### config.mk
export PLATFORM = sky130hd
export DESIGN_NAME = lru_page_replacement_top
export DESIGN_NICKNAME = d
export VERILOG_FILES = /design/src/lru_pkg.sv /design/src/lru_cell.sv /design/src/lru_page_replacement_top.sv
export SDC_FILE = /design/constraint.sdc
export NUM_CORES = 1
export LEC_CHECK = 0
export ABC_AREA = 1
export BUFFER_PORTS_ARGS = -buffer_cell sky130_fd_sc_hd__buf_4
export CORE_MARGIN = 4
export CORE_UTILIZATION = 60
export DETAILED_ROUTE_END_ITERATION = 6
export HOLD_SLACK_MARGIN = 0.03
export PLACE_DENSITY = 0.79
export SLEW_MARGIN = 40
export SYNTH_ARGS = -nofsm -noshare
export SYNTH_HDL_FRONTEND = slang
export SYNTH_SLANG_ARGS = --single-unit
### constraint.sdc
create_clock -name clk -period 7.25 [get_ports clk]
set_input_delay 0.725 -clock clk [delete_from_list [all_inputs] [get_ports clk]]
set_output_delay 0.725 -clock clk [all_outputs]
set_load 0.01 [all_outputs]
### src/lru_pkg.sv
package lru_pkg;

	localparam int CFG_W   = 5;
	localparam int COUNT_W = 32;

	localparam logic [CFG_W-1:0]   FRAMES_RESET = 5'd4;
	localparam logic [COUNT_W-1:0] COUNT_MAX    = 32'hFFFF_FFFF;

	// register indexes on the configuration port
	localparam logic REG_ACTIVE_FRAMES = 1'b0;

	typedef struct packed {
		logic update;   // a reference is accepted this cycle
		logic active;   // cell lies inside the active frames
	} lru_cell_ctrl_t;

endpackage

### src/lru_cell.sv
module lru_cell #(
	parameter int PAGE_BITS = 16
) (
	input  logic                       clk,
	input  logic                       arst_n,
	input  lru_pkg::lru_cell_ctrl_t    ctrl,
	input  logic [PAGE_BITS-1:0]       lookup_page,
	input  logic [PAGE_BITS-1:0]       prev_page,
	input  logic                       prev_valid,
	input  logic                       found_in,
	output logic [PAGE_BITS-1:0]       page_q,
	output logic                       valid_q,
	output logic                       found_out
);

	logic match;
	logic load;

	assign match     = valid_q && (page_q == lookup_page);
	// shift from the neighbour unless the page was found nearer the front
	assign load      = ctrl.update && ctrl.active && !found_in;
	assign found_out = found_in || (ctrl.active && match);

	always_ff @(posedge clk or negedge arst_n) begin
		if (!arst_n) begin
			valid_q <= 1'b0;
		end else if (load) begin
			valid_q <= prev_valid;
		end
	end

	always_ff @(posedge clk) begin
		if (load) begin
			page_q <= prev_page;
		end
	end

endmodule

### src/lru_page_replacement_top.sv
// Channel  Dir  Handshake            Payload
// s_*      in   s_tvalid/s_tready    page_number
// m_*      out  m_tvalid/m_tready    is_fault, evicted_valid, evicted_page, fault_total
// apb      in   psel/penable/pready  active_frames at byte address 0
//
// One reference is taken per cycle while s_tready is high; the lookup, the recency
// shift and the eviction all settle in the single cycle of the accepting edge.
// The result sits in an output register; a new reference is taken while it
// is being drained, so a stall on m_tready holds s_tready low only for as
// long as the held result is not taken.
// arst_n clears the frame valid bits, the fault count and the output valid;
// active_frames returns to 4.
module lru_page_replacement_top #(
	parameter int MAX_FRAMES = 16,
	parameter int PAGE_BITS  = 16,
	localparam int IN_W  = ((PAGE_BITS + 7) / 8) * 8,
	localparam int OUT_W = ((PAGE_BITS + 2 + lru_pkg::COUNT_W + 7) / 8) * 8
) (
	input  logic              clk,
	input  logic              arst_n,
	// reference stream
	input  logic              s_tvalid,
	output logic              s_tready,
	input  logic [IN_W-1:0]   s_tdata,   // page_number
	// result stream
	output logic              m_tvalid,
	input  logic              m_tready,
	output logic [OUT_W-1:0]  m_tdata,   // is_fault, evicted_valid, evicted_page, fault_total
	// configuration
	input  logic              psel,
	input  logic              penable,
	input  logic              pwrite,
	input  logic [2:0]        paddr,
	input  logic [31:0]       pwdata,
	output logic [31:0]       prdata,
	output logic              pready
);

	localparam int IDX_W = (MAX_FRAMES > 1) ? $clog2(MAX_FRAMES) : 1;

	// ---------------------------------------------------------------
	// Configuration register
	// ---------------------------------------------------------------
	logic [lru_pkg::CFG_W-1:0] active_frames_q;
	logic                      cfg_wr;

	assign pready = 1'b1;
	assign cfg_wr = psel && penable && pwrite && pready;

	always_ff @(posedge clk or negedge arst_n) begin
		if (!arst_n) begin
			active_frames_q <= lru_pkg::FRAMES_RESET;
		end else if (cfg_wr && (paddr[2] == lru_pkg::REG_ACTIVE_FRAMES)) begin
			active_frames_q <= pwdata[lru_pkg::CFG_W-1:0];
		end
	end

	always_comb begin
		prdata = '0;
		case (paddr[2])
			lru_pkg::REG_ACTIVE_FRAMES: prdata = 32'(active_frames_q);
			default:                    prdata = '0;
		endcase
	end

	// Position of the least recent active frame: clamp the count to
	// 1..MAX_FRAMES, then step back by one.
	logic [IDX_W-1:0] last_idx;

	always_comb begin
		if (active_frames_q == '0) begin
			last_idx = '0;
		end else if (32'(active_frames_q) > MAX_FRAMES) begin
			last_idx = IDX_W'(MAX_FRAMES - 1);
		end else begin
			last_idx = IDX_W'(active_frames_q - 5'd1);
		end
	end

	// ---------------------------------------------------------------
	// Handshake: advance whenever the output register is free or drains
	// ---------------------------------------------------------------
	logic accept;
	logic m_valid_q;

	assign s_tready = !m_valid_q || m_tready;
	assign accept   = s_tvalid && s_tready;
	assign m_tvalid = m_valid_q;

	logic [PAGE_BITS-1:0] lookup_page;
	assign lookup_page = s_tdata[PAGE_BITS-1:0];

	// ---------------------------------------------------------------
	// Recency chain: cell 0 is the most recent. Each cell takes its
	// neighbour's entry until the hit cell has been passed; cell 0 takes
	// the referenced page. The hit flag ripples down the chain.
	// ---------------------------------------------------------------
	logic [PAGE_BITS-1:0] cell_page  [MAX_FRAMES];
	logic                 cell_valid [MAX_FRAMES];
	logic [MAX_FRAMES:0]  found;

	assign found[0] = 1'b0;

	for (genvar k = 0; k < MAX_FRAMES; k++) begin : g_cell
		lru_pkg::lru_cell_ctrl_t ctrl;
		logic [PAGE_BITS-1:0]    prev_page;
		logic                    prev_valid;

		assign ctrl = '{update: accept, active: (IDX_W'(k) <= last_idx)};

		if (k == 0) begin : g_head
			assign prev_page  = lookup_page;
			assign prev_valid = 1'b1;
		end else begin : g_body
			assign prev_page  = cell_page[k-1];
			assign prev_valid = cell_valid[k-1];
		end

		lru_cell #(
			.PAGE_BITS (PAGE_BITS)
		) u_cell (
			.clk         (clk),
			.arst_n      (arst_n),
			.ctrl        (ctrl),
			.lookup_page (lookup_page),
			.prev_page   (prev_page),
			.prev_valid  (prev_valid),
			.found_in    (found[k]),
			.page_q      (cell_page[k]),
			.valid_q     (cell_valid[k]),
			.found_out   (found[k+1])
		);
	end

	// ---------------------------------------------------------------
	// Result: a miss pushes out the last active cell and counts a fault
	// ---------------------------------------------------------------
	logic                         miss;
	logic                         ev_valid;
	logic [PAGE_BITS-1:0]         ev_page;
	logic [lru_pkg::COUNT_W-1:0]  count_q;
	logic [lru_pkg::COUNT_W-1:0]  count_nxt;

	assign miss     = !found[MAX_FRAMES];
	assign ev_valid = miss && cell_valid[last_idx];
	assign ev_page  = ev_valid ? cell_page[last_idx] : '0;

	always_comb begin
		count_nxt = count_q;
		if (miss && (count_q != lru_pkg::COUNT_MAX)) begin
			count_nxt = count_q + 32'd1;
		end
	end

	always_ff @(posedge clk or negedge arst_n) begin
		if (!arst_n) begin
			count_q   <= '0;
			m_valid_q <= 1'b0;
		end else begin
			if (accept) begin
				count_q <= count_nxt;
			end
			if (accept) begin
				m_valid_q <= 1'b1;
			end else if (m_tready) begin
				m_valid_q <= 1'b0;
			end
		end
	end

	// hold the result until the transaction completes
	logic                         fault_q;
	logic                         ev_valid_q;
	logic [PAGE_BITS-1:0]         ev_page_q;
	logic [lru_pkg::COUNT_W-1:0]  total_q;

	always_ff @(posedge clk) begin
		if (accept) begin
			fault_q    <= miss;
			ev_valid_q <= ev_valid;
			ev_page_q  <= ev_page;
			total_q    <= count_nxt;
		end
	end

	assign m_tdata = OUT_W'({total_q, ev_page_q, ev_valid_q, fault_q});

endmodule

Word-level counts from Yosys, hierarchy flattened
Index checks and enable logic that the tools add are counted.
{"block": "totals", "input_bits": 58, "reg_bits": 360, "wordCells": 194}
{"block": "op_classes", "n_bitwise": 2, "mux": 12, "n_eq_ne": 17, "addsub": 2, "n_reduce_logical": 104, "n_lt_le_gt_ge": 18}
{"op": "16-bit == test", "count": 16}
{"op": "1-bit logical AND", "count": 69}
{"op": "16-bit binary-select mux with 4-bit select", "count": 1}
{"op": "32-bit by 1-bit adder with 32-bit output (second input constant)", "count": 1}
{"op": "4-bit less-or-equal comparator (first input constant)", "count": 8}
{"op": "16-bit 2-to-1 mux", "count": 2}
{"op": "32-bit 2-to-1 mux", "count": 1}
{"op": "32-bit != test (second input constant)", "count": 1}
{"op": "1-bit zero test", "count": 17}
{"op": "3-bit by 4-bit less-or-equal comparator with 1-bit output (first input constant)", "count": 4}
{"op": "1-bit logical OR", "count": 16}
{"op": "1-bit by 4-bit less-or-equal comparator with 1-bit output (first input constant)", "count": 2}
{"op": "2-bit by 4-bit less-or-equal comparator with 1-bit output (first input constant)", "count": 2}
{"op": "4-bit 2-to-1 mux", "count": 2}
{"op": "5-bit >= comparator (second input constant)", "count": 1}
{"op": "5-bit greater-than comparator (second input constant)", "count": 1}
{"op": "5-bit zero test", "count": 1}
{"op": "5-bit 2-to-1 mux", "count": 1}
{"op": "4-bit NOT with 5-bit output", "count": 1}
{"op": "1-bit binary-select mux with 4-bit select", "count": 1}
{"op": "1-bit 2-to-1 mux", "count": 4}
{"op": "4-bit by 1-bit subtractor with 4-bit output (second input constant)", "count": 1}
{"op": "2-bit nonzero test", "count": 1}
{"op": "1-bit NOT", "count": 1}

Longest topological paths before layout
{"block": "logic_depth", "word_depth": 23, "depth_mapped": 24}

Modules after synthesis
A second synthesis with hierarchy kept.
{"block": "hier_totals", "cells_unflattened": 3008, "area_unflattened_um2": 21729.6}
{"module": "lru_cell", "n_inst": 16, "area_per_inst_um2": 832.0, "cells_per_inst": 97}
{"module": "lru_page_replacement_top", "n_inst": 1, "area_per_inst_um2": 8416.8, "cells_per_inst": 1456}

Least setup slack after synthesis
OpenSTA, ideal clock, no wires.
{"block": "synth_path", "kind": "input -> register", "from": "input s_tdata[10]", "to": "register g_cell[12].u_cell.page_q[0], enable pin", "n_path_buf": 1, "required_ps": 6814, "stages": 12, "setup_slack_ps": 3151, "arrival_ps": 3663, "cell_sequence": "buf_2 -> inv_1 -> or2_2 -> nand4_1 -> nor2_1 -> nand3_1 -> nor2_1 -> nor2_2 -> nand4_2 -> nor2_2 -> nand4_2 -> nor4_1"}
{"block": "synth_between", "elab_chain_len": 16, "word_cells_on_any_way": 49, "classes_between": "eq/ne (12); reduce/logical (37)"}
{"element": "start: declaration", "line": "lru_page_replacement_top.sv:24", "text": "input logic [IN_W-1:0] s_tdata,"}
{"element": "16-bit == test", "line": "lru_cell.sv:19", "text": "assign match = valid_q && (page_q == lookup_page);"}
{"element": "1-bit logical AND", "line": "lru_cell.sv:19"}
{"element": "1-bit logical AND", "line": "lru_cell.sv:22", "text": "assign found_out = found_in || (ctrl.active && match);"}
{"element": "1-bit logical OR (10 in a row)", "line": "lru_cell.sv:22"}
{"element": "1-bit logical OR *", "line": "lru_cell.sv:22"}
{"element": "1-bit zero test *", "line": "lru_cell.sv:21", "text": "assign load = ctrl.update && ctrl.active && !found_in;"}
{"element": "1-bit logical AND *", "line": "lru_cell.sv:21"}
{"element": "net g_cell[12].u_cell.load", "line": "lru_cell.sv:17", "text": "logic load;"}
{"element": "end signal: assignment", "line": "lru_cell.sv:34", "text": "page_q <= prev_page;"}
{"element": "end: declaration", "line": "lru_cell.sv:11", "text": "output logic [PAGE_BITS-1:0] page_q,"}
Mark *: on every way through the listed nets, which the timed path passes. The rest lies on a longest branch.
A chain may end at the register's enable or synchronous reset.

Worst setup path in the final report
{"block": "layout_path", "from": "register active_frames_q[0] (netlist name)", "to": "register g_cell[15].u_cell.page_q[11], enable pin"}
{"block": "layout_between", "elab_chain_len": 21, "word_cells_on_any_way": 53, "classes_between": "add/sub (1); order compare (17); mux (2); reduce/logical (33)"}
{"element": "start: declaration", "line": "lru_page_replacement_top.sv:44", "text": "logic [lru_pkg::CFG_W-1:0] active_frames_q;"}
{"element": "start signal: assignment", "line": "lru_page_replacement_top.sv:52", "text": "active_frames_q <= lru_pkg::FRAMES_RESET;"}
{"element": "start signal: assignment", "line": "lru_page_replacement_top.sv:54", "text": "active_frames_q <= pwdata[lru_pkg::CFG_W-1:0];"}
{"element": "4-bit by 1-bit subtractor with 4-bit output / 5-bit greater-than comparator (equally long branches)", "line": "lru_page_replacement_top.sv:76, lru_page_replacement_top.sv:73"}
{"element": "4-bit 2-to-1 mux", "line": "lru_page_replacement_top.sv:73", "text": "end else if (32'(active_frames_q) > MAX_FRAMES) begin"}
{"element": "4-bit 2-to-1 mux *", "line": "lru_page_replacement_top.sv:71", "text": "if (active_frames_q == '0) begin"}
{"element": "1-bit by 4-bit less-or-equal comparator with 1-bit output", "line": "lru_page_replacement_top.sv:109", "text": "assign ctrl = '{update: accept, active: (IDX_W'(k) <= last_idx)};"}
{"element": "1-bit logical AND", "line": "lru_cell.sv:22"}
{"element": "1-bit logical OR (14 in a row)", "line": "lru_cell.sv:22"}
{"element": "1-bit zero test", "line": "lru_cell.sv:21"}
{"element": "1-bit logical AND *", "line": "lru_cell.sv:21"}
{"element": "net g_cell[15].u_cell.load", "line": "lru_cell.sv:17"}
{"element": "end signal: assignment", "line": "lru_cell.sv:34"}
{"element": "end: declaration", "line": "lru_cell.sv:11"}
Marked as above.

==> results.json <==
{
  "status": "finished, final reports clean",
  "path_class": "flop to flop",
  "p_total_mw": 6.64,
  "slew_violations": 0,
  "synthDistinctLibCells": 49,
  "diodes": 0,
  "rsz0062_at_grt": "no",
  "setup_viol": 0,
  "min_period_ns": 4.83,
  "async_flop_share_pct": 15.0,
  "die_area_um2": 34700,
  "post-place-ws_ns": 2.42,
  "synth_top_cell_by_area": "edfxtp_1",
  "drc_errors": 0,
  "finalSetupTns_ns": 0,
  "synth_edf_count": 306,
  "cts_tree": "built",
  "grt.busiest_layer": "met2",
  "hold_buffers": 0,
  "grt_util_met3_pct": 7.24,
  "final_nets": 2201,
  "dp.cells": 2502,
  "drtAntennaViolNets": 0,
  "grt_usage_pct": 33.8,
  "cp.required_ns": 7.39,
  "synthFlopType": "edfxtp_1",
  "die_width_um": 186,
  "start_kind": "flop",
  "synth_common_cells": "446 x nand2_1, 306 x edfxtp_1, 297 x inv_1",
  "maxSlewHeadroom_pct": 39.0,
  "netlist.area_leader.share_pct": 48.1,
  "syn_inst": 2097,
  "cts_sinks": 360,
  "hold_ws_ns": 0.263,
  "drive_gt1_share_pct": 9.82,
  "reg2reg_to": "g_cell[15].u_cell.page_q[11]$_DFFE_PP_",
  "synth_seq_area_share_pct": 55.2,
  "fin_skew_ns": 0.0261,
  "antenna_found_initial": 0,
  "grt_max_degree": 86,
  "worstMarginPinSlew_ns": 0.915,
  "fin_ws_ns": 2.42,
  "end_kind": "flop",
  "layout.cells.non_filler": 2572,
  "syn_area_um2": 19100,
  "worstSkewPairLatency_ns": 0.54,
  "grt_use_met1_pct": 44.3,
  "die_height_um": 186,
  "cts_resized": 0,
  "dp.final_hpwl_um": 41800,
  "ioPinCount": 149,
  "core_um2": 31500,
  "cts_buffer_depth": 3,
  "utilization_pct": 66.7,
  "fp-row-count": 65,
  "vias": 16142,
  "grt_overflow_total": 0,
  "htree_levels": 2,
  "max_freq_ghz": 0.207,
  "hold_path.class": "primary input to async pin",
  "maxCapViolations": 0,
  "ir_worst_vdd_uv": 218,
  "postPlaceCellArea_um2": 19800,
  "syn_to_final_growth_pct": 10.1,
  "period_share_pct": 66.6,
  "grt_pass1_vias": 15497,
  "cts_made_buffers": 39,
  "ys_seq_elements": 360,
  "syn_area_per_cell_um2": 9.10,
  "p_per_area_nw_per_um2": 316,
  "yosys_warnings": 0,
  "initial_core_util_pct": 60.6,
  "final_area_um2": 21000,
  "met2_usage_pct": 52.8,
  "dr.pass1.iters": 6,
  "regToRegSetupSlack_ns": 2.42,
  "reg2reg_from": "active_frames_q[0]$_DFFE_PN0P_",
  "ys_top_cells_by_area": "edfxtp_1 48%, nand2_1 8.8%, dfrtp_1 6.9%, inv_1 5.8%, o21ai_0 3.5%",
  "crit_arrival_ns": 4.97,
  "worst_r2r_path_depth": 17,
  "clk_pin_slew_ns": 0.06,
  "cts_root_buf": "clkbuf_16",
  "crit_fanout": 46,
  "finalHoldViolCount": 0,
  "viasPerCell": 6.28,
  "portBuffers": 85,
  "synth.most_common_cell": "nand2_1",
  "p_leak_nw": 8.83,
  "grt_pass1_wl_um": 90800,
  "wl_per_cell_um": 23.5,
  "routed_wl_um": 60400,
  "post_cts_buffers": 0,
  "gp_congestion": 0.984,
  "first_iter_violations": 2305
}
## worst max-delay path, stage by stage (launching register included)
cell,delay [ns]
dfrtp_1,0.37
inv_1,0.15
ha_1,0.24
nand3_1,0.14
nand2_1,0.10
nand2_2,0.04
buf_4,0.28
nor2_8,0.72
nand3_2,0.26
a21oi_1,0.32
nand4_1,0.11
nor2_1,0.21
nand4_1,0.16
nor2_2,0.17
nand4_2,0.12
nor2_4,0.28
nand3_1,0.16
inv_1,0.59
## sequential cells by signal (all words and copies together) (netlist names)
register	flops
g_cell.u_cell.page_q	256
count_q	32
total_q	32
ev_page_q	16
g_cell.u_cell.valid_q	16
active_frames_q	5
ev_valid_q	1
fault_q	1
m_tvalid	1
## kinds of logic after synthesis
logic type	after synthesis	synth area share, %
other	2	0.0393
AO/OA/AOI/OAI	401	12.8
flip-flops	360	55.2
buffers and inverters	439	9.85
adder cells (fa/ha/maj)	2	0.131
XOR/XNOR	64	2.94
AND/OR/NAND/NOR	829	19.0
## where the power goes
part           total, mW  internal [mW]  switching (mW)
logic               1.80          0.546            1.25
registers           2.91           2.66           0.249
clock network       1.93           1.10           0.826
total               6.64           4.31            2.33
## how the worst max path moves through the flow
stage | startpoint | endpoint | slack [ns] | cells after the start
6_report | active_frames_q[0]$_DFFE_PN0P_ | g_cell[15].u_cell.page_q[11]$_DFFE_PP_ | 2.42 | 17
5_1_grt | active_frames_q[0]$_DFFE_PN0P_ | count_q[1]$_DFFE_PN0P_ | 2.17 | 21
4_1_cts | active_frames_q[0]$_DFFE_PN0P_ | g_cell[15].u_cell.page_q[11]$_DFFE_PP_ | 2.54 | 17
3_5_place_dp | s_tdata[9] | ev_page_q[2]$_SDFFCE_PN0P_ | 2.42 | 16
3_3_place_gp | s_tdata[0] | ev_page_q[1]$_SDFFCE_PN0P_ | 2.12 | 18
2_1_floorplan | s_tdata[10] | g_cell[12].u_cell.page_q[0]$_DFFE_PP_ | 3.15 | 12
## routing by layer
layer / wire [um] / vias up
met4: 4300 / 0
met2: 26800 / 1158
met3: 7630 / 248
met5: 0 / -
li1: - / 7205
met1: 21700 / 7531
## area by class of cell
| type | count | area, um2 |
|---|---|---|
| Sequential cell | 360 | 10500 |
| Fill cell | 2462 | 10500 |
| Multi-Input combinational cell | 1330 | 6820 |
| Inverter | 304 | 1140 |
| Clock buffer | 49 | 1010 |
| Timing Repair Buffer | 106 | 800 |
| Tap cell | 402 | 503 |
| Clock inverter | 21 | 184 |
## layout by cell type, fill, tap and decap left out, drive strengths merged, types with 53 or more instances in the layout
| master | netlist | final |
|---|---|---|
| buf | 84 | 106 |
| o22ai | 60 | 60 |
| dfrtp | 53 | 53 |
| edfxtp | 306 | 306 |
| o21ai | 135 | 135 |
| nor2 | 155 | 155 |
| inv | 300 | 300 |
| nand2 | 450 | 450 |
| nand3 | 97 | 97 |
| a21oi | 108 | 108 |
| nand4 | 69 | 69 |
No activity file was read; power rests on OpenSTA's default activity.
